==> src/pea_pkg.sv <==
// Shared types and constants for the particle Euler / atlas step block.
`timescale 1ns / 1ps
package pea_pkg;

    // Default atlas grid size (rows == columns)
    localparam int ATLAS_ROWS_DEF = 4;

    // Configuration port
    localparam int CFG_IDX_W = 3;
    localparam logic [CFG_IDX_W-1:0] CFG_START_POS_X = 3'd0;
    localparam logic [CFG_IDX_W-1:0] CFG_START_POS_Y = 3'd1;
    localparam logic [CFG_IDX_W-1:0] CFG_START_POS_Z = 3'd2;
    localparam logic [CFG_IDX_W-1:0] CFG_VEL_X       = 3'd3;
    localparam logic [CFG_IDX_W-1:0] CFG_START_VEL_Y = 3'd4;
    localparam logic [CFG_IDX_W-1:0] CFG_VEL_Z       = 3'd5;
    localparam logic [CFG_IDX_W-1:0] CFG_GRAVITY     = 3'd6;
    localparam logic [CFG_IDX_W-1:0] CFG_LIFE_LENGTH = 3'd7;

    localparam logic [30:0] LIFE_RESET = 31'd65536;

    // Euler update steps, in order
    localparam logic [1:0] STEP_VEL_Y = 2'd0;
    localparam logic [1:0] STEP_POS_X = 2'd1;
    localparam logic [1:0] STEP_POS_Y = 2'd2;
    localparam logic [1:0] STEP_POS_Z = 2'd3;

    // Partial products of a 33-bit square
    localparam logic [1:0] PART_HH = 2'd0;
    localparam logic [1:0] PART_HL = 2'd1;
    localparam logic [1:0] PART_LL = 2'd2;

    // Square-root iterations (two radicand bits each)
    localparam int SQRT_STEPS = 32;

    typedef enum logic [2:0] {
        S_IDLE,
        S_MUL,
        S_SQ,
        S_SQRT,
        S_WAIT
    } t_state;

    typedef struct packed {
        logic       load;
        logic       mul_en;
        logic       add_en;
        logic [1:0] step;
        logic       mag_en;
        logic [1:0] axis;
        logic       sq_mul_en;
        logic [1:0] part;
        logic       sq_acc_en;
        logic       sqrt_init;
        logic       sqrt_step;
        logic       div_init;
        logic       div_step;
        logic       finish;
    } t_cmd;

endpackage

==> src/pea_ctrl.sv <==
// Sequencing controller for the particle step: issues datapath commands.
`timescale 1ns / 1ps
module pea_ctrl
    import pea_pkg::*;
#(
    parameter int ATLAS_ROWS = ATLAS_ROWS_DEF
) (
    input  logic i_clk,
    input  logic i_rst_n,
    input  logic i_valid,
    output logic o_stall,
    output logic o_valid,
    input  logic i_stall,
    output t_cmd o_cmd
);

    localparam int Rows   = (ATLAS_ROWS < 1) ? 1 : ATLAS_ROWS;
    localparam int Stages = Rows * Rows;
    localparam int NumW   = 32 + $clog2(Stages);
    localparam int DvW    = NumW + 16;
    localparam int DcW    = $clog2(DvW + 1);

    t_state r_state, n_state;
    logic [5:0]     r_cnt;
    logic [1:0]     r_axis;
    logic [DcW-1:0] r_dcnt;
    logic           r_oval;
    logic           w_out_free;

    assign w_out_free = !r_oval || !i_stall;

    // Next state
    always_comb begin
        n_state = r_state;
        unique case (r_state)
            S_IDLE: if (i_valid) n_state = S_MUL;
            S_MUL:  if (r_cnt == 6'd7) n_state = S_SQ;
            S_SQ:   if (r_cnt == 6'd4 && r_axis == 2'd2) n_state = S_SQRT;
            S_SQRT: if (r_cnt == 6'(SQRT_STEPS)) n_state = S_WAIT;
            S_WAIT: if (r_dcnt == '0 && w_out_free) n_state = S_IDLE;
            default: n_state = S_IDLE;
        endcase
    end

    // Command outputs
    always_comb begin
        o_cmd = '0;
        o_cmd.step = r_cnt[2:1];
        o_cmd.axis = r_axis;
        o_cmd.div_step = (r_dcnt != '0);
        unique case (r_state)
            S_IDLE: o_cmd.load = i_valid;
            S_MUL: begin
                o_cmd.mul_en   = !r_cnt[0];
                o_cmd.add_en   = r_cnt[0];
                o_cmd.div_init = (r_cnt == 6'd0);
            end
            S_SQ: begin
                o_cmd.mag_en    = (r_cnt == 6'd0);
                o_cmd.sq_mul_en = (r_cnt >= 6'd1 && r_cnt <= 6'd3);
                o_cmd.part      = 2'(r_cnt - 6'd1);
                o_cmd.sq_acc_en = (r_cnt >= 6'd2);
            end
            S_SQRT: begin
                o_cmd.sqrt_init = (r_cnt == 6'd0);
                o_cmd.sqrt_step = (r_cnt != 6'd0);
            end
            S_WAIT: o_cmd.finish = (r_dcnt == '0) && w_out_free;
            default: ;
        endcase
    end

    // State, counters and result valid
    always_ff @(posedge i_clk) begin
        if (!i_rst_n) begin
            r_state <= S_IDLE;
            r_cnt   <= '0;
            r_axis  <= '0;
            r_dcnt  <= '0;
            r_oval  <= 1'b0;
        end else begin
            r_state <= n_state;
            if (r_state != n_state) begin
                r_cnt  <= '0;
                r_axis <= '0;
            end else if (r_state == S_SQ && r_cnt == 6'd4) begin
                r_cnt  <= '0;
                r_axis <= r_axis + 2'd1;
            end else begin
                r_cnt <= r_cnt + 6'd1;
            end
            if (o_cmd.div_init) r_dcnt <= DcW'(DvW);
            else if (r_dcnt != '0) r_dcnt <= r_dcnt - 1'b1;
            if (o_cmd.finish) r_oval <= 1'b1;
            else if (!i_stall) r_oval <= 1'b0;
        end
    end

    assign o_stall = (r_state != S_IDLE);
    assign o_valid = r_oval;

endmodule

==> src/pea_dp.sv <==
// Datapath for the particle step: state, multipliers, square root, divider.
`timescale 1ns / 1ps
module pea_dp
    import pea_pkg::*;
#(
    parameter int ATLAS_ROWS = ATLAS_ROWS_DEF
) (
    input  logic                 i_clk,
    input  logic                 i_rst_n,
    input  t_cmd                 i_cmd,
    input  logic                 i_cfg_we,
    input  logic [CFG_IDX_W-1:0] i_cfg_index,
    input  logic [31:0]          i_cfg_data,
    input  logic                 i_restart,
    input  logic [15:0]          i_time_step,
    input  logic signed [31:0]   i_cam_x,
    input  logic signed [31:0]   i_cam_y,
    input  logic signed [31:0]   i_cam_z,
    output logic                 o_alive,
    output logic [31:0]          o_cam_distance,
    output logic [15:0]          o_blend,
    output logic [15:0]          o_first_off_x,
    output logic [15:0]          o_first_off_y,
    output logic [15:0]          o_second_off_x,
    output logic [15:0]          o_second_off_y,
    output logic signed [31:0]   o_out_pos_x,
    output logic signed [31:0]   o_out_pos_y,
    output logic signed [31:0]   o_out_pos_z
);

    localparam int Rows   = (ATLAS_ROWS < 1) ? 1 : ATLAS_ROWS;
    localparam int Stages = Rows * Rows;
    localparam int SW     = (Stages < 2) ? 1 : $clog2(Stages);
    localparam int NumW   = 32 + $clog2(Stages);
    localparam int DvW    = NumW + 16;

    // Configuration registers
    logic [31:0] r_start_pos_x, r_start_pos_y, r_start_pos_z;
    logic [31:0] r_vel_x, r_start_vel_y, r_vel_z, r_gravity;
    logic [30:0] r_life;
    logic [31:0] w_life_eff;

    // Particle state and latched input word
    logic [31:0] r_pos_x, r_pos_y, r_pos_z, r_vel_y, r_elapsed;
    logic [15:0] r_dt;
    logic [31:0] r_cam_x, r_cam_y, r_cam_z;

    // Arithmetic registers
    logic [31:0]  r_prod;
    logic [32:0]  r_mag;
    logic [65:0]  r_sqprod;
    logic [66:0]  r_acc;
    logic [63:0]  r_rad;
    logic [33:0]  r_rem;
    logic [31:0]  r_root;
    logic [DvW-1:0] r_dvd;
    logic [31:0]  r_drem;

    assign w_life_eff = (r_life == '0) ? 32'd1 : {1'b0, r_life};

    // Write configuration
    always_ff @(posedge i_clk) begin
        if (!i_rst_n) begin
            r_start_pos_x <= '0;
            r_start_pos_y <= '0;
            r_start_pos_z <= '0;
            r_vel_x       <= '0;
            r_start_vel_y <= '0;
            r_vel_z       <= '0;
            r_gravity     <= '0;
            r_life        <= LIFE_RESET;
        end else if (i_cfg_we) begin
            unique case (i_cfg_index)
                CFG_START_POS_X: r_start_pos_x <= i_cfg_data;
                CFG_START_POS_Y: r_start_pos_y <= i_cfg_data;
                CFG_START_POS_Z: r_start_pos_z <= i_cfg_data;
                CFG_VEL_X:       r_vel_x       <= i_cfg_data;
                CFG_START_VEL_Y: r_start_vel_y <= i_cfg_data;
                CFG_VEL_Z:       r_vel_z       <= i_cfg_data;
                CFG_GRAVITY:     r_gravity     <= i_cfg_data;
                CFG_LIFE_LENGTH: r_life        <= i_cfg_data[30:0];
                default: ;
            endcase
        end
    end

    // Velocity or gravity times dt, floored
    logic [31:0]        w_mul_a;
    logic signed [48:0] w_mul_p;
    always_comb begin
        case (i_cmd.step)
            STEP_VEL_Y: w_mul_a = r_gravity;
            STEP_POS_X: w_mul_a = r_vel_x;
            STEP_POS_Y: w_mul_a = r_vel_y;
            default:    w_mul_a = r_vel_z;
        endcase
        w_mul_p = $signed(w_mul_a) * $signed({1'b0, r_dt});
    end

    // Camera delta magnitude for the selected axis
    logic [31:0]        w_cam_sel, w_pos_sel;
    logic signed [32:0] w_diff;
    always_comb begin
        case (i_cmd.axis)
            2'd0:    begin w_cam_sel = r_cam_x; w_pos_sel = r_pos_x; end
            2'd1:    begin w_cam_sel = r_cam_y; w_pos_sel = r_pos_y; end
            default: begin w_cam_sel = r_cam_z; w_pos_sel = r_pos_z; end
        endcase
        w_diff = $signed({w_cam_sel[31], w_cam_sel}) - $signed({w_pos_sel[31], w_pos_sel});
    end

    // Square partial products of the magnitude
    logic [16:0] w_sq_a, w_sq_b;
    logic [33:0] w_sq_p;
    logic [65:0] w_sq_sh;
    always_comb begin
        case (i_cmd.part)
            PART_HH: begin w_sq_a = r_mag[32:16]; w_sq_b = r_mag[32:16]; end
            PART_HL: begin w_sq_a = r_mag[32:16]; w_sq_b = {1'b0, r_mag[15:0]}; end
            default: begin w_sq_a = {1'b0, r_mag[15:0]}; w_sq_b = {1'b0, r_mag[15:0]}; end
        endcase
        w_sq_p = w_sq_a * w_sq_b;
        case (i_cmd.part)
            PART_HH: w_sq_sh = {w_sq_p, 32'd0};
            PART_HL: w_sq_sh = {15'd0, w_sq_p, 17'd0};
            default: w_sq_sh = {32'd0, w_sq_p};
        endcase
    end

    // Square-root digit step
    logic [33:0] w_rem_sh, w_trial;
    logic        w_sq_ge;
    assign w_rem_sh = {r_rem[31:0], r_rad[63:62]};
    assign w_trial  = {r_root, 2'b01};
    assign w_sq_ge  = (w_rem_sh >= w_trial);

    // Divider bit step
    logic [32:0] w_drem_sh;
    logic        w_dv_ge;
    assign w_drem_sh = {r_drem, r_dvd[DvW-1]};
    assign w_dv_ge   = (w_drem_sh >= {1'b0, w_life_eff});

    // Atlas offset tables
    logic [15:0] w_tab_x [Stages];
    logic [15:0] w_tab_y [Stages];
    for (genvar s = 0; s < Stages; s++) begin : g_tab
        assign w_tab_x[s] = 16'(((s % Rows) * 65536) / Rows);
        assign w_tab_y[s] = 16'(((s / Rows) * 65536) / Rows);
    end

    // Stage index clamp and next stage
    logic [NumW-1:0] w_qidx;
    logic [SW-1:0]   w_idx1, w_idx2;
    always_comb begin
        w_qidx = r_dvd[DvW-1:16];
        if (w_qidx > NumW'(Stages - 1)) w_idx1 = SW'(Stages - 1);
        else                            w_idx1 = w_qidx[SW-1:0];
        if (w_idx1 < SW'(Stages - 1)) w_idx2 = w_idx1 + 1'b1;
        else                          w_idx2 = w_idx1;
    end

    // Saturated elapsed after this step
    logic [32:0] w_esum;
    logic [31:0] w_enew;
    assign w_esum = {1'b0, r_elapsed} + {17'd0, r_dt};
    assign w_enew = w_esum[32] ? 32'hFFFF_FFFF : w_esum[31:0];

    // Datapath registers
    always_ff @(posedge i_clk) begin
        if (i_cmd.load) begin
            r_dt    <= i_time_step;
            r_cam_x <= i_cam_x;
            r_cam_y <= i_cam_y;
            r_cam_z <= i_cam_z;
            r_acc   <= '0;
            if (i_restart) begin
                r_pos_x   <= r_start_pos_x;
                r_pos_y   <= r_start_pos_y;
                r_pos_z   <= r_start_pos_z;
                r_vel_y   <= r_start_vel_y;
                r_elapsed <= '0;
            end
        end
        if (i_cmd.mul_en) r_prod <= w_mul_p[47:16];
        if (i_cmd.add_en) begin
            case (i_cmd.step)
                STEP_VEL_Y: r_vel_y <= r_vel_y + r_prod;
                STEP_POS_X: r_pos_x <= r_pos_x + r_prod;
                STEP_POS_Y: r_pos_y <= r_pos_y + r_prod;
                default:    r_pos_z <= r_pos_z + r_prod;
            endcase
        end
        if (i_cmd.mag_en) r_mag <= w_diff[32] ? 33'(-w_diff) : 33'(w_diff);
        if (i_cmd.sq_mul_en) r_sqprod <= w_sq_sh;
        if (i_cmd.sq_acc_en) r_acc <= r_acc + {1'b0, r_sqprod};
        if (i_cmd.sqrt_init) begin
            r_rad  <= r_acc[63:0];
            r_rem  <= '0;
            r_root <= '0;
        end else if (i_cmd.sqrt_step) begin
            r_rad  <= {r_rad[61:0], 2'b00};
            r_rem  <= w_sq_ge ? (w_rem_sh - w_trial) : w_rem_sh;
            r_root <= {r_root[30:0], w_sq_ge};
        end
        if (i_cmd.div_init) begin
            r_dvd  <= {NumW'(r_elapsed) * NumW'(Stages), 16'd0};
            r_drem <= '0;
        end else if (i_cmd.div_step) begin
            r_dvd  <= {r_dvd[DvW-2:0], w_dv_ge};
            r_drem <= w_dv_ge ? 32'(w_drem_sh - {1'b0, w_life_eff}) : w_drem_sh[31:0];
        end
        if (i_cmd.finish) begin
            r_elapsed      <= w_enew;
            o_alive        <= (w_enew < w_life_eff);
            o_cam_distance <= (r_acc[66:64] != 3'd0) ? 32'hFFFF_FFFF : r_root;
            o_blend        <= r_dvd[15:0];
            o_first_off_x  <= w_tab_x[w_idx1];
            o_first_off_y  <= w_tab_y[w_idx1];
            o_second_off_x <= w_tab_x[w_idx2];
            o_second_off_y <= w_tab_y[w_idx2];
            o_out_pos_x    <= r_pos_x;
            o_out_pos_y    <= r_pos_y;
            o_out_pos_z    <= r_pos_z;
        end
        if (!i_rst_n) begin
            r_pos_x   <= '0;
            r_pos_y   <= '0;
            r_pos_z   <= '0;
            r_vel_y   <= '0;
            r_elapsed <= '0;
        end
    end

endmodule

==> src/particle_euler_atlas_step.sv <==
// Top level of the particle Euler step with texture-atlas blend.
//
//  channel | direction | handshake               | payload
//  input   | in        | i_valid / o_stall       | restart, time_step, cam_x/y/z
//  result  | out       | o_valid / i_stall       | alive, cam_distance, blend, offsets, pos
//  config  | in        | i_cfg_valid / o_cfg_ready | i_cfg_index, i_cfg_data
//
// Each word is latched on accept, then passes through the Euler products,
// the squared distance and the two-bit-per-cycle square root. The
// bit-serial elapsed/life divider runs alongside; the result is registered
// once both the square root and the divider are done.
// One more word is taken while a finished result waits; it holds in its last
// cycle until the waiting result leaves. Reset is synchronous, active low;
// it clears state and restores config.
`timescale 1ns / 1ps
module particle_euler_atlas_step
    import pea_pkg::*;
#(
    parameter int ATLAS_ROWS = ATLAS_ROWS_DEF
) (
    input  logic                 i_clk,
    input  logic                 i_rst_n,
    input  logic                 i_valid,
    output logic                 o_stall,
    input  logic                 i_restart,
    input  logic [15:0]          i_time_step,
    input  logic signed [31:0]   i_cam_x,
    input  logic signed [31:0]   i_cam_y,
    input  logic signed [31:0]   i_cam_z,
    output logic                 o_valid,
    input  logic                 i_stall,
    output logic                 o_alive,
    output logic [31:0]          o_cam_distance,
    output logic [15:0]          o_blend,
    output logic [15:0]          o_first_off_x,
    output logic [15:0]          o_first_off_y,
    output logic [15:0]          o_second_off_x,
    output logic [15:0]          o_second_off_y,
    output logic signed [31:0]   o_out_pos_x,
    output logic signed [31:0]   o_out_pos_y,
    output logic signed [31:0]   o_out_pos_z,
    input  logic                 i_cfg_valid,
    output logic                 o_cfg_ready,
    input  logic [CFG_IDX_W-1:0] i_cfg_index,
    input  logic [31:0]          i_cfg_data
);

    t_cmd w_cmd;

    assign o_cfg_ready = 1'b1;

    // Sequencer
    pea_ctrl #(.ATLAS_ROWS(ATLAS_ROWS)) u_ctrl (
        .i_clk   (i_clk),
        .i_rst_n (i_rst_n),
        .i_valid (i_valid),
        .o_stall (o_stall),
        .o_valid (o_valid),
        .i_stall (i_stall),
        .o_cmd   (w_cmd)
    );

    // Arithmetic and state
    pea_dp #(.ATLAS_ROWS(ATLAS_ROWS)) u_dp (
        .i_clk          (i_clk),
        .i_rst_n        (i_rst_n),
        .i_cmd          (w_cmd),
        .i_cfg_we       (i_cfg_valid & o_cfg_ready),
        .i_cfg_index    (i_cfg_index),
        .i_cfg_data     (i_cfg_data),
        .i_restart      (i_restart),
        .i_time_step    (i_time_step),
        .i_cam_x        (i_cam_x),
        .i_cam_y        (i_cam_y),
        .i_cam_z        (i_cam_z),
        .o_alive        (o_alive),
        .o_cam_distance (o_cam_distance),
        .o_blend        (o_blend),
        .o_first_off_x  (o_first_off_x),
        .o_first_off_y  (o_first_off_y),
        .o_second_off_x (o_second_off_x),
        .o_second_off_y (o_second_off_y),
        .o_out_pos_x    (o_out_pos_x),
        .o_out_pos_y    (o_out_pos_y),
        .o_out_pos_z    (o_out_pos_z)
    );

endmodule
==> config.mk <==
export PLATFORM = sky130hd
export DESIGN_NAME = particle_euler_atlas_step
export DESIGN_NICKNAME = d
export VERILOG_FILES = /design/src/pea_pkg.sv /design/src/pea_ctrl.sv /design/src/pea_dp.sv /design/src/particle_euler_atlas_step.sv
export SDC_FILE = /design/constraint.sdc
export NUM_CORES = 2
export LEC_CHECK = 0
export ABC_CLOCK_PERIOD_IN_PS = 16600
export BUFFER_PORTS_ARGS = -buffer_cell sky130_fd_sc_hd__buf_2
export CAP_MARGIN = 5
export CORE_ASPECT_RATIO = 0.75
export CORE_MARGIN = 1
export CORE_UTILIZATION = 65
export CTS_CLUSTER_DIAMETER = 80
export CTS_CLUSTER_SIZE = 16
export DETAILED_ROUTE_END_ITERATION = 8
export PLACE_DENSITY_LB_ADDON = 0.08
export SETUP_SLACK_MARGIN = 0.02
export SLEW_MARGIN = 15
export SYNTH_ARGS = -nofsm -noshare
export SYNTH_HDL_FRONTEND = slang
export SYNTH_HIERARCHICAL = 1
export SYNTH_SLANG_ARGS = --single-unit
==> constraint.sdc <==
create_clock -name i_clk -period 16.6 [get_ports i_clk]
set_input_delay 0.83 -clock i_clk [delete_from_list [all_inputs] [get_ports i_clk]]
set_output_delay 0.83 -clock i_clk [all_outputs]
set_load 0.02 [all_outputs]
After elaboration in Yosys (flattened, before gate mapping):

Memory sizes are Yosys's and may differ from the RTL's. A register that Yosys moved wholly into a read port is not among the register bits.
Index checks and enable logic that the tools add are counted.

* add/subtract/negate cells: 15
* multiply operators: 2
* magnitude comparators: 8
* eq/ne operators: 21
* mux-type cells: 55
* bitwise operators: 3
* reductions and logical operators: 39

Operators by type and width (number)
* $mux W32: 23
* $mux W67: 2
* $pmux W66 S2: 1
* $add A32 B32 Y32: 4
* $mux W64: 2
* $pmux W32 S2: 2
* $mux W52: 2
* $pmux W32 S3: 1
* $add A67 B66 Y67: 1
* $sub A32 B32 Y32: 2
* $mul A32 B17 Y48: 1
* $gt A36 B4 Y1 const B: 1
* $ge A34 B34 Y1: 1
* $mul A17 B17 Y34: 1
* $mux W17: 2
* $add A32 B16 Y33: 1
* $ge A33 B31 Y1: 1
* $neg A33 Y33: 1
* $sub A32 B32 Y33: 1
* $lt A32 B32 Y1: 1
* $logic_not A31 Y1: 1
* $mux W31: 1
* $reduce_and A2 Y1: 9
* $eq A3 B3 Y1 const B: 5
* other kinds (36): 76

* flip-flop bits (word level): 1100
* memory bits (read-only): 1024
* bits of input ports: 153
* output and inout port bits: 212
* logic and storage cells: 187
* memories: 4

Memory list
* (no name shown): words 16, bits a word 16, read ports 1, clocked after Yosys merged registers in 1, wr ports 0, line pea_dp.sv:219 `o_second_off_x <= w_tab_x[w_idx2];`
* (no name shown): words 16, bits a word 16, read ports 1, clocked after Yosys merged registers in 1, wr ports 0, line pea_dp.sv:217 `o_first_off_x <= w_tab_x[w_idx1];`
* (no name shown): words 16, bits a word 16, read ports 1, clocked after Yosys merged registers in 1, wr ports 0, line pea_dp.sv:220 `o_second_off_y <= w_tab_y[w_idx2];`
* (no name shown): words 16, bits a word 16, read ports 1, clocked after Yosys merged registers in 1, wr ports 0, line pea_dp.sv:218 `o_first_off_y <= w_tab_y[w_idx1];`

Depth between registers and ports, before layout:

* depth after elaboration: 8
* depth in mapped cells: 34
* depth with buffers taken out: 30

By module:

The synthesis kept the hierarchy.

Modules (own cells, without submodules)
* pea_dp: instances 1, cells an instance 9309, area each 85209.2 um^2, sequential area each 27416.3 um^2
* pea_ctrl: instances 1, cells an instance 142, area each 1263.7 um^2, sequential area each 360.3 um^2
* particle_euler_atlas_step: instances 1, cells an instance 2, area each 11.3 um^2, sequential area each 0.0 um^2

Worst setup path before layout:

Ideal clock, no wire load.

* kind: register to register
* start point: reg u_ctrl.r_state[1]
* end point: reg u_dp.r_sqprod[0], enable pin
* library setup time: 0.693 ns
* data arrival time: 8.301 ns
* required time: 15.907 ns
* setup slack: 7.606 ns
* stages on the path, launching flop included: 5
* path buffers: 1
* clock period less this slack: 8.994 ns
* path through: dfxtp_1 buf_2 inv_1 or3_1 a2111oi_1

RTL lines
* start, declared: line pea_ctrl.sv:23 `t_state r_state, n_state;`
* start signal, assigned: line pea_ctrl.sv:82 `r_state <= n_state;`
* end signal, assigned: line pea_dp.sv:194 `if (i_cmd.sq_mul_en) r_sqprod <= w_sq_sh;`
* end, declared: line pea_dp.sv:51 `logic [65:0] r_sqprod;`

==> impl_metrics.toml <==
[global_route]
grt_pass1_wl_um = 393000
grt.total_usage = 0.376
grt_pass1_vias = 67200
grt_overflow = 0
grt_max_degree = 127
antenna_found_initial = 19

[run_status]
outcome = "completed"

[sta]
worst_pin_slew_ps = 1250
fmax_mhz = 91.7
rsz0062_at_grt = "false"
final_hold_viol_count = 0
finalSetupViolations = 0
totalNegativeSetupSlack_ps = 0
skew_ps = 51.0
period_minus_slack_ps = 10900
slew_viol_final = 0
timing.final.crit_share = 0.657
maxSlewHeadroom = 0.166

[power]
peakVddDrop_uv = 131
power.leakage_nw = 39.3
p_switching_mw = 2.17
p_clk_frac = 0.289
power.share.switching = 0.321
p_seq_frac = 0.467
power_frac_comb = 0.243
p_int_mw = 4.60
p_per_area_nw_per_um2 = 74.0

[placement]
gp_congestion = 0.966
dpl.hpwl_um = 188000
numPortBuffers = 307
placed_cell_area_um2 = 89000

[floorplan]
row_count = 115
die_y_um = 318
start_util = 0.658
pin_count = 365
dieArea_um2 = 135000
dieWidth_um = 423
core_area_um2 = 132000

[yosys]
async_flop_share = 0
ys.flop_type = "edfxtp_1"
ys_warn_count = 6
synth_cell_types = 103
synth_xor_area_frac = 0.0355
synth_edf_count = 559
synth_compound_area_frac = 0.127
avgSynthCellArea_um2 = 9.15
netlist_area_um2 = 86500
synth-seq-cells = 1108
synth_cells = 9453
synthSimpleGateAreaFrac = 0.159
synth_top_area_cell = "edfxtp_1"
synth.yosys.seq_area_share = 0.321
synth_commonest_cells = "nand2_1 (1684), inv_1 (979), fa_1 (714)"
synth_area_leaders = "edfxtp_1 (19%), fa_1 (17%), dfxtp_1 (13%), ha_1 (8.1%), nand2_1 (7.3%)"
yosysTopAreaCellShare = 0.194
synthAdderAreaFrac = 0.247
post-synth-top-count-cell = "nand2_1"
synth_top_family_by_area = "adder cells"
synth_mux_area_frac = 0.0412

[setup_path]
arrival_ps = 11360
worstRegToRegCells = 31
worstSetupPathType = "reg -> reg"
worstSetupStartpointType = "flip-flop"
startpoint = "u_ctrl/r_state[1]"
r2r_end = "u_dp/r_sqprod[49]"
r2r_start = "u_ctrl/r_state[1]"
slowest_stage = "buf_4"
cp.required_ps = 17060
max_stage_delay_ps = 720
end_kind = "flip-flop"
rrSetupSlack_ps = 5700
cpMostUsedCell = "fa_1"
path_max_fanout = 69
cp-endpoint = "u_dp/r_sqprod[49]"

[clocking]
cts_resized = 0
h-tree-depth = 3
clk_pin_slew_ps = 80
clock_sinks = 1108
root_buffer = "clkbuf_16"
clock_latency_ps = 730
cts_buffers = 82
postCtsSetupBuffers = 0
clockBufferDepth = 3
cts_hold_buf = 0
cts_tree = "yes"

[worst_hold_path]
hold_path_class = "in -> reg"

[routing]
viasPerCell = 6.12
wl_per_cell_um = 22.6
drcViolationCount = 0
finalWirelength_um = 255000
vias = 69100
drtAntennaViolNets = 0
dr.pass1.iters = 6
first_iter_violations = 7476

[flow_run]
timing.max_cap.violations = 0

[cells_and_area]
ff_latch_area_um2 = 27800
multi_input_area_um2 = 53100
synthToLayoutAreaGrowth_pct = 5.71
finalInstanceArea_um2 = 91400
drive_above_1_share = 0.0724
nFillCells = 10200
fin_nets = 10900
## cell families after synthesis
group | count (synthesis)
simple gates | 3152
fa+ha+maj | 1277
mux | 306
flops | 1108
buf+inv | 1513
compound gates | 1744
xor+xnor | 351
other cells | 2
## state kept, by name, indices dropped and copies added, names as in the netlist, 33 cells and up
| register | flops |
|---|---|
| u_dp/r_dvd | 52 |
| u_dp/r_rad | 64 |
| u_dp/r_acc | 67 |
| u_dp/r_mag | 33 |
| u_dp/r_sqprod | 66 |
## layer usage
layer	part of all wire	GRT usage	wire length (µm)	vias to the layer above
li1	-	-	-	31600
met1	0.42	0.531	106000	33700
met2	0.45	0.577	114000	3233
met3	0.092	0.0659	23400	561
met4	0.044	0.151	11200	2
met5	0.000063	0	16	-
## power groups by stage
stage          clock, mW  sequential (mW)  combinational (mW)
4_1_cts             1.98             3.16                1.62
3_3_place_gp           0             3.22                1.56
2_1_floorplan          0             3.17                1.24
3_5_place_dp           0             3.22                1.60
5_1_grt             2.07             3.18                1.81
6_report            1.96             3.16                1.65
## worst min-delay path by stage
stage | cells after the start | slack, ps | endpoint | from
floorplan | 1 | 430 | u_dp/r_drem[31] | u_dp/r_drem[31]
global placement | 2 | 440 | u_dp/r_vel_x[5] | u_dp/r_vel_x[5]
detailed placement | 0 | 440 | u_dp/o_blend[14] | u_dp/r_dvd[14]
CTS | 1 | 230 | u_dp/r_dt[13] | i_time_step[13]
global route | 1 | 250 | u_dp/r_dt[14] | i_time_step[14]
finish | 1 | 260 | u_dp/r_dt[13] | i_time_step[13]
## cells in the final DEF, fill, tap and decap left out, types with 173 or more instances in the layout
cell type	instances
a21o_1	173
mux2i_1	193
xnor2_1	233
edfxtp_1	559
inv_1	977
buf_2	307
ha_1	563
o21ai_0	286
nand2_1	1683
nor2_1	661
a21oi_1	677
fa_1	714
dfxtp_1	545
and2_1	244
## layout make-up
cell class | instances | share of cell area
Multi-Input combinational cell | 6887 | 0.581
Sequential cell | 1108 | 0.304
Inverter | 984 | 0.0405
Clock buffer | 129 | 0.0244
Timing Repair Buffer | 395 | 0.0242
Tap cell | 1755 | 0.0240
Clock inverter | 11 | 0.00171
Antenna cell | 20 | 0.000547
## stage by stage
| step | setup slack, ps | power (mW) | utilization | cells | hold WS [ps] |
|---|---|---|---|---|---|
| 4_1_cts | 5790 | 6.75 | 0.695 | 11300 | 229 |
| 3_5_place_dp | 5820 | 4.82 | 0.677 | 11100 | 442 |
| 6_report | 5700 | 6.77 | 0.695 | 11300 | 263 |
| 2_1_floorplan | 7610 | 4.41 | - | 9508 | 429 |
| 3_3_place_gp | 6170 | 4.78 | 0.677 | 11100 | 438 |
| 5_1_grt | 5170 | 7.06 | 0.695 | 11300 | 246 |
## worst max-delay path, delay by kind of cell, from the launching register on
kind | cells | cell delay, ps
and+or+nand+nor | 6 | 1630
muxes | 1 | 670
AOI/OAI and AO/OA | 8 | 2460
xor gates and xnor gates | 1 | 270
adders and majority gates | 7 | 3150
DFF | 1 | 650
buffers and inverters | 8 | 1790
Note: power is estimated with default switching activity, not from simulation.
